===== src/sfs_pkg.sv =====
// shared types, constants and segment tables for the seven-segment frame sequencer
`default_nettype none
package sfs_pkg;

  localparam int unsigned SHOW_BYTES  = 8;
  localparam int unsigned DIGIT_CODES = 18;

  localparam logic [7:0] CMD_FIXED_ADDR = 8'h44;
  localparam logic [7:0] CMD_ADDRESS    = 8'hC0;

  // low and high segment bytes for each digit code: hex 0-f, blank, dash
  localparam logic [7:0] SEG_LOW [DIGIT_CODES] = '{
    8'hE8, 8'h08, 8'hD8, 8'h98, 8'h38, 8'hB8, 8'hF8, 8'h08, 8'hF8,
    8'hB8, 8'h70, 8'hF0, 8'hE0, 8'hD0, 8'hF0, 8'h70, 8'h00, 8'h10
  };

  localparam logic [7:0] SEG_HIGH [DIGIT_CODES] = '{
    8'h0B, 8'h03, 8'h0A, 8'h0B, 8'h03, 8'h09, 8'h09, 8'h0B, 8'h0B,
    8'h0B, 8'h0B, 8'h01, 8'h08, 8'h03, 8'h08, 8'h08, 8'h00, 8'h00
  };

  typedef struct packed {
    logic       req_type;
    logic [4:0] digit_pos3;
    logic [4:0] digit_pos2;
    logic [4:0] digit_pos1;
    logic [4:0] digit_pos0;
  } sfs_in_t;

  typedef struct packed {
    logic [7:0] out_byte;
    logic       frame_end;
    logic       last;
  } sfs_out_t;

  // classified request as it waits between front and back
  typedef struct packed {
    logic                       clear;
    logic [SHOW_BYTES-1:0][7:0] bytes;
  } sfs_cmd_t;

  typedef enum logic {
    SFS_IDLE,
    SFS_RUN
  } sfs_state_t;

  typedef enum logic [1:0] {
    PH_CMD,
    PH_ADDR,
    PH_DATA
  } sfs_phase_t;

  localparam logic REQ_SHOW  = 1'b0;
  localparam logic REQ_CLEAR = 1'b1;

  function automatic logic [7:0] seg_lo(input logic [4:0] code);
    logic [7:0] val;
    val = 8'h00;
    if (code < 5'(DIGIT_CODES)) begin
      val = SEG_LOW[code];
    end
    return val;
  endfunction

  function automatic logic [7:0] seg_hi(input logic [4:0] code);
    logic [7:0] val;
    val = 8'h00;
    if (code < 5'(DIGIT_CODES)) begin
      val = SEG_HIGH[code];
    end
    return val;
  endfunction

endpackage
`default_nettype wire


===== src/sfs_front.sv =====
// front end: classifies a request and maps digit codes to segment bytes
`default_nettype none
module sfs_front
  import sfs_pkg::*;
(
  input  wire sfs_in_t  req,
  output sfs_cmd_t      cmd
);

  always_comb begin
    cmd.clear    = (req.req_type == REQ_CLEAR);
    // rightmost digit lands at the lowest addresses
    cmd.bytes[0] = seg_lo(req.digit_pos0);
    cmd.bytes[1] = seg_hi(req.digit_pos0);
    cmd.bytes[2] = seg_lo(req.digit_pos1);
    cmd.bytes[3] = seg_hi(req.digit_pos1);
    cmd.bytes[4] = seg_lo(req.digit_pos2);
    cmd.bytes[5] = seg_hi(req.digit_pos2);
    cmd.bytes[6] = seg_lo(req.digit_pos3);
    cmd.bytes[7] = seg_hi(req.digit_pos3);
  end

endmodule
`default_nettype wire


===== src/sfs_cmd_fifo.sv =====
// two-entry command queue between the front end and the frame sequencer
`default_nettype none
module sfs_cmd_fifo
  import sfs_pkg::*;
(
  input  wire           clk,
  input  wire           rst_n,
  input  wire           wr_en,
  input  wire sfs_cmd_t wr_cmd,
  output logic          full,
  input  wire           rd_en,
  output sfs_cmd_t      rd_cmd,
  output logic          empty
);

  sfs_cmd_t   mem_r [2];
  logic       wr_ptr_r, wr_ptr_nxt;
  logic       rd_ptr_r, rd_ptr_nxt;
  logic [1:0] cnt_r, cnt_nxt;
  logic       do_wr, do_rd;

  assign full   = (cnt_r == 2'd2);
  assign empty  = (cnt_r == 2'd0);
  assign do_wr  = wr_en && !full;
  assign do_rd  = rd_en && !empty;
  assign rd_cmd = mem_r[rd_ptr_r];

  always_comb begin
    wr_ptr_nxt = do_wr ? !wr_ptr_r : wr_ptr_r;
    rd_ptr_nxt = do_rd ? !rd_ptr_r : rd_ptr_r;
    cnt_nxt    = cnt_r + 2'(do_wr) - 2'(do_rd);
  end

  always_ff @(posedge clk) begin
    if (!rst_n) begin
      wr_ptr_r <= 1'b0;
      rd_ptr_r <= 1'b0;
      cnt_r    <= 2'd0;
    end else begin
      wr_ptr_r <= wr_ptr_nxt;
      rd_ptr_r <= rd_ptr_nxt;
      cnt_r    <= cnt_nxt;
    end
  end

  always_ff @(posedge clk) begin
    if (do_wr) begin
      mem_r[wr_ptr_r] <= wr_cmd;
    end
  end

endmodule
`default_nettype wire


===== src/sfs_back.sv =====
// back end: updates the display shadow and walks it out as command frames
`default_nettype none
module sfs_back
  import sfs_pkg::*;
#(
  parameter int unsigned DISPLAY_BYTES = 14
) (
  input  wire           clk,
  input  wire           rst_n,
  input  wire           cmd_empty,
  input  wire sfs_cmd_t cmd,
  output logic          cmd_pop,
  output logic          out_valid,
  output sfs_out_t      out_item,
  input  wire           out_pop
);

  localparam int unsigned AW = $clog2(DISPLAY_BYTES);
  localparam logic [AW-1:0] LAST_ADDR = AW'(DISPLAY_BYTES - 1);

  logic [7:0]  shadow_r [DISPLAY_BYTES];
  logic [7:0]  show_val [DISPLAY_BYTES];

  sfs_state_t  state_r, state_nxt;
  sfs_phase_t  phase_r, phase_nxt;
  logic [AW-1:0] addr_r, addr_nxt;
  logic        out_valid_r, out_valid_nxt;
  sfs_out_t    out_r, out_nxt;
  logic        slot_free;

  // a show request leaves the upper bytes as they are
  for (genvar j = 0; j < DISPLAY_BYTES; j++) begin : g_show
    if (j < SHOW_BYTES) begin : g_dig
      assign show_val[j] = cmd.bytes[j];
    end else begin : g_keep
      assign show_val[j] = shadow_r[j];
    end
  end

  assign slot_free = !out_valid_r || out_pop;
  assign out_valid = out_valid_r;
  assign out_item  = out_r;

  always_comb begin
    state_nxt     = state_r;
    phase_nxt     = phase_r;
    addr_nxt      = addr_r;
    out_nxt       = out_r;
    out_valid_nxt = out_pop ? 1'b0 : out_valid_r;
    cmd_pop       = 1'b0;
    unique case (state_r)
      SFS_IDLE: begin
        if (!cmd_empty) begin
          cmd_pop   = 1'b1;
          state_nxt = SFS_RUN;
          phase_nxt = PH_CMD;
          addr_nxt  = '0;
        end
      end
      SFS_RUN: begin
        if (slot_free) begin
          out_valid_nxt = 1'b1;
          unique case (phase_r)
            PH_CMD: begin
              out_nxt   = '{out_byte: CMD_FIXED_ADDR, frame_end: 1'b1, last: 1'b0};
              phase_nxt = PH_ADDR;
            end
            PH_ADDR: begin
              out_nxt   = '{out_byte: CMD_ADDRESS | 8'(addr_r), frame_end: 1'b0,
                            last: 1'b0};
              phase_nxt = PH_DATA;
            end
            PH_DATA: begin
              out_nxt   = '{out_byte: shadow_r[addr_r], frame_end: 1'b1,
                            last: (addr_r == LAST_ADDR)};
              phase_nxt = PH_CMD;
              if (addr_r == LAST_ADDR) begin
                state_nxt = SFS_IDLE;
              end else begin
                addr_nxt = addr_r + 1'b1;
              end
            end
            default: begin
              phase_nxt = PH_CMD;
            end
          endcase
        end
      end
      default: begin
        state_nxt = SFS_IDLE;
      end
    endcase
  end

  always_ff @(posedge clk) begin
    if (!rst_n) begin
      state_r     <= SFS_IDLE;
      phase_r     <= PH_CMD;
      addr_r      <= '0;
      out_valid_r <= 1'b0;
    end else begin
      state_r     <= state_nxt;
      phase_r     <= phase_nxt;
      addr_r      <= addr_nxt;
      out_valid_r <= out_valid_nxt;
    end
  end

  always_ff @(posedge clk) begin
    out_r <= out_nxt;
  end

  always_ff @(posedge clk) begin
    for (int i = 0; i < DISPLAY_BYTES; i++) begin
      if (!rst_n) begin
        shadow_r[i] <= 8'h00;
      end else if (cmd_pop) begin
        shadow_r[i] <= cmd.clear ? 8'h00 : show_val[i];
      end
    end
  end

endmodule
`default_nettype wire


===== src/seven_segment_frame_sequencer.sv =====
// top level of the seven-segment frame sequencer
//
//   channel  handshake     payload    direction
//   request  push / full   in_data    in
//   result   empty / pop   out_data   out
//
// each request yields 3 * DISPLAY_BYTES result bytes, one per cycle while the
// result side keeps popping; taking the next queued command and updating the
// shadow happens in the idle state before each run.
// the two-entry command queue lets requests arrive while a run is going out.
// reset zeroes the display shadow and empties the queue and the result register.
// a stalled result holds the byte sequencer; full rises once the queue has two commands.
`default_nettype none
module seven_segment_frame_sequencer
  import sfs_pkg::*;
#(
  parameter int unsigned DISPLAY_BYTES = 14
) (
  input  wire          clk,
  input  wire          rst_n,
  input  wire          push,
  output logic         full,
  input  wire sfs_in_t in_data,
  output logic         empty,
  input  wire          pop,
  output sfs_out_t     out_data
);

  sfs_cmd_t front_cmd;
  sfs_cmd_t q_cmd;
  logic     q_empty;
  logic     q_pop;
  logic     out_valid;

  sfs_front u_front (
    .req (in_data),
    .cmd (front_cmd)
  );

  sfs_cmd_fifo u_fifo (
    .clk    (clk),
    .rst_n  (rst_n),
    .wr_en  (push),
    .wr_cmd (front_cmd),
    .full   (full),
    .rd_en  (q_pop),
    .rd_cmd (q_cmd),
    .empty  (q_empty)
  );

  sfs_back #(
    .DISPLAY_BYTES (DISPLAY_BYTES)
  ) u_back (
    .clk       (clk),
    .rst_n     (rst_n),
    .cmd_empty (q_empty),
    .cmd       (q_cmd),
    .cmd_pop   (q_pop),
    .out_valid (out_valid),
    .out_item  (out_data),
    .out_pop   (pop)
  );

  assign empty = !out_valid;

  // the final byte of a run always closes a frame
  a_last_ends_frame: assert property (@(posedge clk) disable iff (!rst_n)
    !empty && out_data.last |-> out_data.frame_end)
    else $error("last byte does not end a frame");

  // bytes inside an open frame are address commands
  a_open_is_address: assert property (@(posedge clk) disable iff (!rst_n)
    !empty && !out_data.frame_end |-> out_data.out_byte[7:6] == 2'b11)
    else $error("open-frame byte is not an address command");

  // an address command transfer is followed at once by its data byte
  a_data_follows_addr: assert property (@(posedge clk) disable iff (!rst_n)
    !empty && pop && !out_data.frame_end |=> !empty && out_data.frame_end)
    else $error("data byte missing after address command");

endmodule
`default_nettype wire


===== config.mk =====
export PLATFORM = sky130hd
export DESIGN_NAME = seven_segment_frame_sequencer
export DESIGN_NICKNAME = d
export VERILOG_FILES = /design/src/sfs_pkg.sv /design/src/sfs_front.sv /design/src/sfs_cmd_fifo.sv /design/src/sfs_back.sv /design/src/seven_segment_frame_sequencer.sv
export SDC_FILE = /design/constraint.sdc
export NUM_CORES = 1
export LEC_CHECK = 0
export ABC_AREA = 1
export BUFFER_PORTS_ARGS = -buffer_cell sky130_fd_sc_hd__buf_2
export CORE_AREA = 2 2 127 129
export DETAILED_ROUTE_END_ITERATION = 10
export DIE_AREA = 0 0 129 131
export SLEW_MARGIN = 10
export SYNTH_ARGS = -nofsm -noshare
export SYNTH_HDL_FRONTEND = slang
export SYNTH_SLANG_ARGS = --single-unit

===== constraint.sdc =====
create_clock -name clk -period 6.1 [get_ports clk]
set_input_delay 1.22 -clock clk [delete_from_list [all_inputs] [get_ports clk]]
set_output_delay 1.22 -clock clk [all_outputs]
set_load 0.02 [all_outputs]

==> results of run 1 <==
state kept, by name (all words and copies together), names as in the netlist, named ones only:
name / flops
u_fifo.mem_r: 66
u_back.shadow_r: 32
u_back.out_item: 10
u_back.addr_r: 4
u_back.phase_r: 2
u_fifo.cnt_r: 2
u_back.out_valid: 1
u_back.state_r: 1
u_fifo.rd_ptr_r: 1
u_fifo.wr_ptr_r: 1
metrics by stage:
step / instances / util (%)
2_1_floorplan: 596 / -
3_3_place_gp: 833 / 41.2
3_5_place_dp: 833 / 41.2
4_1_cts: 865 / 45.1
5_1_grt: 865 / 45.1
6_report: 865 / 45.1
kinds of logic after synthesis:
| kind of cell | Yosys count |
|---|---|
| AOI/OAI and AO/OA | 117 |
| xor gates and xnor gates | 2 |
| adders and majority gates | 33 |
| buffers and inverters | 73 |
| DFF | 125 |
| and+or+nand+nor | 246 |
placed cells by master, fill, tap and decap left out, types with 3 or more instances in the layout:
cell type,synthesis,routed
clkinv_2,0,3
bufinv_16,0,3
nor2_1,55,53
dfxtp_1,17,17
inv_1,53,53
nor3_1,8,8
buf_4,0,3
clkbuf_16,0,17
ha_1,33,33
edfxtp_1,108,108
nand3_1,22,22
a21oi_2,30,30
clkinv_4,0,3
clkinvlp_4,0,4
nand2_1,154,154
o21ai_0,44,44
a21oi_1,31,31
buf_2,9,36
final timing paths:
kind                                               to  cells past startpoint
worst max-delay path            u_back.shadow_r[0][7]                      4
worst min-delay path                  u_fifo.rd_ptr_r                      1
worst max register to register  u_back.shadow_r[0][7]                      4
worst min register to register        u_fifo.rd_ptr_r                      1
routing by layer:
| metal | global-route usage [%] | up-vias | share of wire, % |
|---|---|---|---|
| li1 | - | 2110 | - |
| met1 | 17.1 | 1967 | 45 |
| met2 | 24.3 | 109 | 49 |
| met3 | 4.56 | 11 | 4.7 |
| met4 | 4.80 | 0 | 1.1 |
| met5 | 0 | - | 0 |
power by group through the flow:
stage | Clock [mW] | Sequential (mW) | Combinational (mW)
3_5_place_dp | 0 | 1.28 | 0.565
3_3_place_gp | 0 | 1.28 | 0.552
2_1_floorplan | 0 | 1.23 | 0.456
6_report | 0.999 | 1.26 | 0.561
5_1_grt | 1.06 | 1.28 | 0.640
4_1_cts | 1.02 | 1.26 | 0.568
cells in the mapped netlist (2+ instances only):
| master | n | area share [%] |
|---|---|---|
| nand2_1 | 154 | 9.5 |
| nand3_1 | 22 | 1.8 |
| buf_6 | 3 | 0.56 |
| a31o_2 | 2 | 0.29 |
| o21ai_0 | 44 | 3.6 |
| edfxtp_1 | 108 | 54 |
| o21a_1 | 2 | 0.25 |
| ha_1 | 33 | 6.8 |
| buf_2 | 9 | 0.74 |
| a311oi_1 | 2 | 0.29 |
| nor3_1 | 8 | 0.66 |
| nand2_2 | 2 | 0.21 |
| a21oi_1 | 31 | 2.6 |
| nor2_1 | 55 | 3.4 |
| o211ai_1 | 2 | 0.25 |
| inv_1 | 53 | 3.3 |
| dfxtp_1 | 17 | 5.6 |
| clkbuf_1 | 4 | 0.25 |
| o22ai_1 | 2 | 0.21 |
| a21oi_2 | 30 | 4.3 |
| inv_2 | 2 | 0.12 |
| nand4_1 | 2 | 0.21 |
| xnor2_1 | 2 | 0.29 |
final cells by class:
class / instances / area, um^2
well taps: 216 / 270
fillers: 1434 / 8570
flip-flops and latches: 125 / 3580
clock inverters: 14 / 170
multi-input cells: 398 / 2170
clock buffers: 18 / 429
repair buffers: 39 / 203
inverters: 55 / 206
==> summary.md, run 1 <==
| Metric | Value |
|---|---|
| Hold Crit Start | `u_fifo.rd_ptr_r` |
| Leak pwr | `2.76 nW` |
| Clock skew | `6.70 ps` |
| Setup bufs post-CTS | `0` |
| DP Area | `~0.0064 mm^2` |
| Iter 0 DRT Violations | `roughly 280` |
| Post-Synth Adder-Cell Area | `6.82%` |
| Worst-path cell chain | `inv_1, nand2_1, nand3_4, a21oi_1` |
| Period utilization | `between 50% and 60%` |
| Drt drc | `0` |
| Worst skew pair latency | `about 410 ps` |
| Top_reg_cell synth | `edfxtp_1` |
| Worst VDD drop | `roughly 0.22 mV` |
| Unrepaired setup endpoints after global routing | `no` |
| Sw Share | `a little under a third` |
| Die width | `~130 um` |
| Cell internal pwr | `1.96 mW` |
| Final Hold Fails | `0` |
| Yosys warnings | `0` |
| WL per Instance | `around 13 um` |
| Number of global-route vias before repair | `a little under 4000` |
| Final layout net count | `~690` |
| Worst-margin pin slew | `approximately 1100 ps` |
| Clk buf depth | `2` |
| Yosys cell types | `30` |
| First-pass GRT wire length | `~19000 um` |
| Delay-heaviest family, CP | `flip-flops` |
| Post-synthesis cell area | `0.00606 mm^2` |
| R2R setup slack | `around 3000 ps` |
| HPWL after DPL | `approximately 7900 um` |
| Startpoint types | `flop` |
| Hold Buf Count CTS | `0` |
| Grt ovf | `0` |
| Syn_area_per_cell | `10.2 um^2` |
| Slew margin rel. | `approximately a quarter` |
| Critical Path RT | `about 6300 ps` |
| Post-route setup slack | `between 2000 and 3000 ps` |
| Site Rows | `46` |
| Psw | `about 0.86 mW` |
| Simple-Gate Fraction of Synth Area | `between 15 and 20%` |
| Crit path buf inv count | `1` |
| Post-synthesis cell count | `596` |
| Largest net degree at the start of global routing | `35` |
| Synth async-reset ratio | `0%` |
| TNS Setup | `0 ps` |
| Register area share after synthesis | `between 50% and 60%` |
| Final count of pins violating max slew | `0` |
| Vias | `~4200` |
| Die area | `around 0.017 mm^2` |
| Pre-CTS setup slack | `around 2900 ps` |
| Core Box Area | `about 0.016 mm^2` |
| Root Driver | `clkbuf_16` |
| Post-Synth XOR/XNOR Area | `less than 1%` |
| Layout cells sized above 1 | `17.3%` |
| Sequential power share | `44.7%` |
| Synth Register Bits | `roughly 130` |
| Inserted Clock Buffers | `17` |
| Worst Path Max Fanout | `34` |
| Post-synth EDFFs | `roughly 110` |
| Vias/cell | `just under 5` |
| Post-Route WL | `approximately 11000 um` |
| Routed Antenna Nets | `0` |
| Antenna fix cells | `0` |
| Fraction of power consumed by combinational cells | `between 10% and 20%` |
| I/O Buffers | `36` |
| CTS H-tree depth | `4` |
| Status | `finished clean` |
| Total GRT Usage | `between 10 and 15%` |
| Initial antenna violation count | `0` |
| Die Ht | `approximately 130 um` |
| Overall Power | `around 2.8 mW` |
| Synthesized Nets | `around 650` |
| Clock network fraction of total power | `approximately 35%` |
| Number of max-cap violations | `0` |
| Num ports | `37` |
| WP data arrival | `~3300 ps` |
| Synth-to-Final Area Change | `16.1%` |
| CTS tree | `built` |
| Largest family of logic cells by synthesized area | `simple AND/OR/NAND/NOR gates` |
| Slowest cell on the critical path | `dfxtp_1` |
| CP Capture Type | `flop` |
| Setup violators final | `0` |
| PD cells | `around 400 mW/mm^2` |
| HP Class | `flop to flop` |
| Crit-path max cell delay | `~1000 ps` |
| DR pass1 iterations | `5` |
| Post_cts resized | `0` |
| Post-layout min period | `approximately 3100 ps` |
| Hold slack | `approximately 490 ps` |
| Initial core utilization | `around 39%` |
| Post-Layout Inst Area | `around 0.007 mm^2` |
| Post-synthesis compound-gate area fraction | `12.2%` |
| Max Clock Freq | `322 MHz` |
| Global placement routability congestion | `~0.97` |
| Multiplexer share of the synthesized area | `0%` |
| Clock-pin slew on the worst setup and hold paths | `50 ps` |
| Worst Setup Path Type | `flop to flop` |
| Clock sinks | `roughly 130` |
No activity file was read; power rests on OpenSTA's default activity.
==> inputs of run 2 (changes only) <==
clock period = 2.9 ns   (was 6.1 ns; I/O delays follow)
==> run 2 against run 1 <==
  * Critical path depth unchanged
  * Clock skew up 0.84 ps
  * Register-to-register slack got worse by 1800 ps
  * Sequential power up 110%
  * Global-route usage increased by 0.71 points
  * Critical endpoint is now u_back.shadow_r[3][3]
  * Critical path type unchanged
  * Combinational power is 120% higher
==> summary.md, run 2 (synthesis gave the netlist of run 1 again) <==
| Metric | Value |
|---|---|
| Root Driver | `clkbuf_16 (unchanged)` |
| Grt ovf | `0 (unchanged)` |
| Clock sinks | `125 (unchanged)` |
| Vias/cell | `4.73 (was 4.85)` |
| Post-Route WL | `11600 um (was 11400 um)` |
| Crit path buf inv count | `1 (unchanged)` |
| Post-layout min period | `1730 ps (was 3110 ps)` |
| Num ports | `37 (unchanged)` |
| Overall Power | `5.73 mW (was 2.82 mW)` |
| Initial core utilization | `38.8% (unchanged)` |
| Critical Path RT | `3130 ps (was 6330 ps)` |
| Inserted Clock Buffers | `17 (unchanged)` |
| Die Ht | `131 um (unchanged)` |
| Worst-path cell chain | `inv_1, nand2_1, nand3_4, a21oi_1 (unchanged)` |
| Setup violators final | `0 (unchanged)` |
| HP Class | `input pin to flop (was flop to flop)` |
| Biggest register | `u_fifo.mem_r (unchanged)` |
| Worst VDD drop | `0.509 mV (was 0.216 mV)` |
| Antenna fix cells | `0 (unchanged)` |
| Hold Crit Start | `in_data[20] (was u_fifo.rd_ptr_r)` |
| Stages on the worst setup path | `4 (unchanged)` |
| Worst Setup Path Type | `flop to flop (unchanged)` |
| Clock-pin slew on the worst setup and hold paths | `50 ps (about the same)` |
| CTS tree | `built (unchanged)` |
| Final layout net count | `696 (was 694)` |
| Core Box Area | `0.0156 mm^2 (unchanged)` |
| CTS H-tree depth | `4 (unchanged)` |
| Final count of pins violating max slew | `0 (unchanged)` |
| Routed Antenna Nets | `0 (unchanged)` |
| Delay-heaviest family, CP | `flip-flops (unchanged)` |
| Status | `finished clean (unchanged)` |
| Drt drc | `0 (unchanged)` |
| Total GRT Usage | `14.9% (was 14.2%)` |
| DP Area | `0.00645 mm^2 (was 0.00643 mm^2)` |
| Clk buf depth | `2 (unchanged)` |
| Period utilization | `59.6% (was 50.9%)` |
| Initial antenna violation count | `0 (unchanged)` |
| First-pass GRT wire length | `19600 um (was 18500 um)` |
| Slew margin rel. | `50.0% (was 26.1%)` |
| Post-Layout Inst Area | `0.00698 mm^2 (was 0.00703 mm^2)` |
| PD cells | `822 mW/mm^2 (was 401 mW/mm^2)` |
| CP Capture Type | `flop (unchanged)` |
| Worst setup endpoint | `u_back.shadow_r[3][3] (was u_back.shadow_r[0][7])` |
| Max reg flops | `66 (unchanged)` |
| WP data arrival | `1960 ps (was 3340 ps)` |
| Startpoint types | `flop (unchanged)` |
| R2R setup slack | `1170 ps (was 2990 ps)` |
| Unrepaired setup endpoints after global routing | `no (unchanged)` |
| Number of global-route vias before repair | `4080 (was 3964)` |
| Slowest cell on the critical path | `dfxtp_1 (unchanged)` |
| Die area | `0.0169 mm^2 (unchanged)` |
| Setup bufs post-CTS | `0 (unchanged)` |
| Synth-to-Final Area Change | `15.2% (was 16.1%)` |
| I/O Buffers | `36 (unchanged)` |
| Worst r2r dst | `u_back.shadow_r[3][3] (was u_back.shadow_r[0][7])` |
| Clock skew | `7.54 ps (was 6.70 ps)` |
| Reg2reg path depth | `4 (unchanged)` |
| TNS Setup | `0 ps (unchanged)` |
| Layout cells sized above 1 | `17.1% (was 17.3%)` |
| Post_cts resized | `0 (unchanged)` |
| Number of max-cap violations | `0 (unchanged)` |
| Most frequent cells in the layout | `nand2_1 (154), edfxtp_1 (108), inv_1 (53), nor2_1 (53), o21ai_0 (44) (unchanged)` |
| Worst Path Max Fanout | `32 (was 34)` |
| Worst skew pair latency | `410 ps (about the same)` |
| DR pass1 iterations | `4 (was 5)` |
| Final Hold Fails | `0 (unchanged)` |
| Iter 0 DRT Violations | `254 (was 283)` |
| Site Rows | `46 (unchanged)` |
| Die width | `129 um (unchanged)` |
| Commonest non-fill, non-tap cell in the layout | `nand2_1 (unchanged)` |
| Max Clock Freq | `579 MHz (was 322 MHz)` |
| Hold Buf Count CTS | `0 (unchanged)` |
| WL per Instance | `13.4 um (was 13.2 um)` |
| Global placement routability congestion | `0.876 (was 0.967)` |
| Worst-margin pin slew | `747 ps (was 1110 ps)` |
| Largest net degree at the start of global routing | `35 (unchanged)` |
| Vias | `4092 (was 4197)` |
| Leak pwr | `2.73 nW (was 2.76 nW)` |
| HPWL after DPL | `8130 um (was 7890 um)` |
| Crit-path max cell delay | `590 ps (was 1040 ps)` |
-- run 2: changes by cell type in the layout (fill, tap and decap cells not counted), sizes merged --
cell      before  now
inv           56   55
clkinvlp       4    6
bufinv         3    1
buf           39   41
-- run 2: area by class of cell --
type,count,area (um^2)
tap,216,270
fill,1442,8620
sequential,125,3580
inverter,55,206
timing repair buffer,41,218
clock buffer,18,429
clock inverter,13,103
multi-input combinational,398,2170
-- run 2: metrics by stage --
stage               util (%)  setup slack [ps]  hold slack (ps)  cells
global placement        41.3              1040              472    835
global route            44.7              1000              357    866
finish                  44.7              1170              376    866
detailed placement      41.3               994              482    835
CTS                     44.7              1140              357    866
floorplan                  -               334              463    596
-- run 2: where the power goes --
group	total, mW	switching [mW]	internal, mW	leakage, nW
clock	1.87	0.719	1.16	0.244
sequential	2.61	0.206	2.41	1.20
combinational	1.25	0.879	0.367	1.29
total	5.73	1.80	3.93	2.73
-- run 2: how the worst min path moves through the flow --
stage,cells past startpoint,end,slack [ps]
detailed placement,1,flop,480
CTS,1,u_fifo.mem_r[1][64],360
finish,1,u_fifo.mem_r[1][64],380
global placement,1,u_fifo.rd_ptr_r,470
global route,1,u_fifo.mem_r[0][64],360
floorplan,1,flop,460
-- run 2: layer usage --
layer / global-route usage (%) / up-vias / part of all wire, %
li1: - / 2105 / -
met5: 0 / - / 0
met2: 25.5 / 69 / 49
met1: 18.3 / 1908 / 46
met3: 4.28 / 10 / 3.5
met4: 4.86 / 0 / 1.1
==> inputs of run 3 (changes only) <==
clock period = 1.7 ns   (was 2.9 ns; I/O delays follow)
==> run 3 against run 2 <==
  * Largest power group unchanged
  * Power is 74% higher
  * Count of clock-buffer cells in the layout is 1 higher
  * Worst setup slack worse by 1000 ps
  * Clock power is 67% higher
  * Sequential power is 67% higher
  * Sequential share of layout area is 0.91 points lower
  * Clock skew is 2.2 ps lower
  * Register-to-register slack worse by 1000 ps
  * Worst hold slack worse by 250 ps
  * Global-route usage is 0.27 points higher
==> summary.md, run 3 (synthesis gave the netlist of run 1 again) <==
| Metric | Value |
|---|---|
| Status | `finished clean (unchanged)` |
| Leak pwr | `2.79 nW (was 2.73 nW)` |
| Clock network fraction of total power | `31.5% (was 32.7%)` |
| Slew margin rel. | `71.6% (was 50.0%)` |
| Initial core utilization | `38.8% (unchanged)` |
| Worst Path Max Fanout | `5 (was 32)` |
| Hold Buf Count CTS | `0 (unchanged)` |
| Largest net degree at the start of global routing | `35 (unchanged)` |
| Die area | `0.0169 mm^2 (unchanged)` |
| Cell mode on critical path | `inv_1` |
| Psw | `3.22 mW (was 1.80 mW)` |
| First-pass GRT wire length | `19700 um (was 19600 um)` |
| Biggest register | `u_fifo.mem_r (unchanged)` |
| Most frequent cells in the layout | `nand2_1 (154), edfxtp_1 (108), inv_1 (53) (was nand2_1 (154), edfxtp_1 (108), inv_1 (53), nor2_1 (53), o21ai_0 (44))` |
| Synth-to-Final Area Change | `17.4% (was 15.2%)` |
| Post-layout min period | `1580 ps (was 1730 ps)` |
| Root Driver | `clkbuf_16 (unchanged)` |
| Overall Power | `9.95 mW (was 5.73 mW)` |
| CTS H-tree depth | `4 (unchanged)` |
| Inserted Clock Buffers | `17 (unchanged)` |
| Worst-path cell chain | `inv_1, ha_2, inv_1, nor3_2, nand3_1, o21ai_0 (was inv_1, nand2_1, nand3_4, a21oi_1)` |
| Core Box Area | `0.0156 mm^2 (unchanged)` |
| Setup violators final | `0 (unchanged)` |
| Post-Route WL | `12000 um (was 11600 um)` |
| DR pass1 iterations | `5 (was 4)` |
| Worst-margin pin slew | `426 ps (was 747 ps)` |
| Max Clock Freq | `634 MHz (was 579 MHz)` |
| Vias/cell | `4.79 (was 4.73)` |
| WP data arrival | `1820 ps (was 1960 ps)` |
| Clock sinks | `125 (unchanged)` |
| Number of global-route vias before repair | `4159 (was 4080)` |
| Worst VDD drop | `0.628 mV (was 0.509 mV)` |
| Cell internal pwr | `6.73 mW (was 3.93 mW)` |
| Routed Antenna Nets | `0 (unchanged)` |
| Worst skew pair latency | `410 ps (about the same)` |
| Clock-pin slew on the worst setup and hold paths | `50 ps (about the same)` |
| Period utilization | `92.7% (was 59.6%)` |
| Fillers | `1462 (was 1442)` |
| CP Capture Type | `flop (unchanged)` |
| Die width | `129 um (unchanged)` |
| Startpoint types | `flop (unchanged)` |
| Number of max-cap violations | `0 (unchanged)` |
| Initial antenna violation count | `0 (unchanged)` |
| Total GRT Usage | `15.2% (was 14.9%)` |
| Slowest cell on the critical path | `dfxtp_1 (unchanged)` |
| Die Ht | `131 um (unchanged)` |
| Final layout net count | `705 (was 696)` |
| Drt drc | `0 (unchanged)` |
| Commonest non-fill, non-tap cell in the layout | `nand2_1 (unchanged)` |
| Crit-path max cell delay | `430 ps (was 590 ps)` |
| Layout cells sized above 1 | `18.9% (was 17.1%)` |
| Final count of pins violating max slew | `0 (unchanged)` |
| Vias | `4198 (was 4092)` |
| Num ports | `37 (unchanged)` |
| CTS tree | `built (unchanged)` |
| Worst Setup Path Type | `flop to flop (unchanged)` |
| HPWL after DPL | `8230 um (was 8130 um)` |
| Antenna fix cells | `0 (unchanged)` |
| Grt ovf | `0 (unchanged)` |
| Crit path buf inv count | `2 (was 1)` |
| Site Rows | `46 (unchanged)` |
| Global placement routability congestion | `0.868 (was 0.876)` |
| I/O Buffers | `36 (unchanged)` |
| Sequential power share | `43.8% (was 45.6%)` |
| Iter 0 DRT Violations | `293 (was 254)` |
| Critical Path RT | `1940 ps (was 3130 ps)` |
| Hold slack | `123 ps (was 376 ps)` |
| Clk buf depth | `2 (unchanged)` |
| HP Class | `input pin to flop (unchanged)` |
| Sw Share | `32.3% (was 31.5%)` |
| Max reg flops | `66 (unchanged)` |
| Delay-heaviest family, CP | `flip-flops (unchanged)` |
| WL per Instance | `13.7 um (was 13.4 um)` |
| Final Hold Fails | `0 (unchanged)` |
| PD cells | `1400 mW/mm^2 (was 822 mW/mm^2)` |
| Utilization after layout | `45.6% (was 44.7%)` |
| Fraction of power consumed by combinational cells | `24.7% (was 21.7%)` |
| Clock skew | `5.31 ps (was 7.54 ps)` |
run 3: cell types whose count changed in the layout (fill, tap and decap cells not counted), moves of 2 or more:
cell	change
buf_12	+4
buf_4	+5
clkinv_2	-2
inv_6	+3
run 3: repair_timing:
action | CTS | global route
resized for setup | 0 | 5
hold endpoints to repair | 0 | 0
endpoints found under the setup margin | 0 | 6
setup buffers | 0 | 2
run 3: final cells by class:
cell class                 instances  area, um^2  share of cell area, %
tap                              216         270                   3.80
timing repair buffer              50         335                   4.72
multi-input combinational        398        2180                   30.7
clock buffer                      19         433                   6.09
clock inverter                    13        93.8                   1.32
inverter                          55         206                   2.90
sequential                       125        3580                   50.4
run 3: per-layer routing:
metal	vias to the layer above	part of all wire, %	global-route usage [%]
met5	-	0	0
met4	0	1.5	5.37
met3	16	3.2	3.79
met2	79	50	26.3
met1	1984	46	18.6
li1	2119	-	-
run 3: power by group through the flow:
stage | combinational, mW | sequential, mW | clock, mW
2_1_floorplan | 1.64 | 4.41 | 0
3_3_place_gp | 2.38 | 4.41 | 0
3_5_place_dp | 2.44 | 4.42 | 0
4_1_cts | 2.45 | 4.36 | 3.23
5_1_grt | 2.76 | 4.42 | 3.37
6_report | 2.46 | 4.35 | 3.13
run 3: stage by stage:
stage                     TNS [ps]  cells  area, um^2  setup slack, ps
final                            0    876        7110              124
after detailed placement         0    842        6550             23.1
after CTS                        0    874        7080             25.8
after global routing         -8.45    876        7110            -8.45
after global placement           0    842        6550              128
after floorplan             -14120    596        6060             -222
run 3: path summary, 6_finish.rpt:
kind	cells after the start	slack [ps]	startpoint	to
max	6	120	u_back.phase_r[0]	u_back.out_item[2]
min	1	120	in_data[20]	u_fifo.mem_r[1][64]
max reg2reg	6	120	u_back.phase_r[0]	u_back.out_item[2]
min reg2reg	1	490	u_fifo.rd_ptr_r	flop
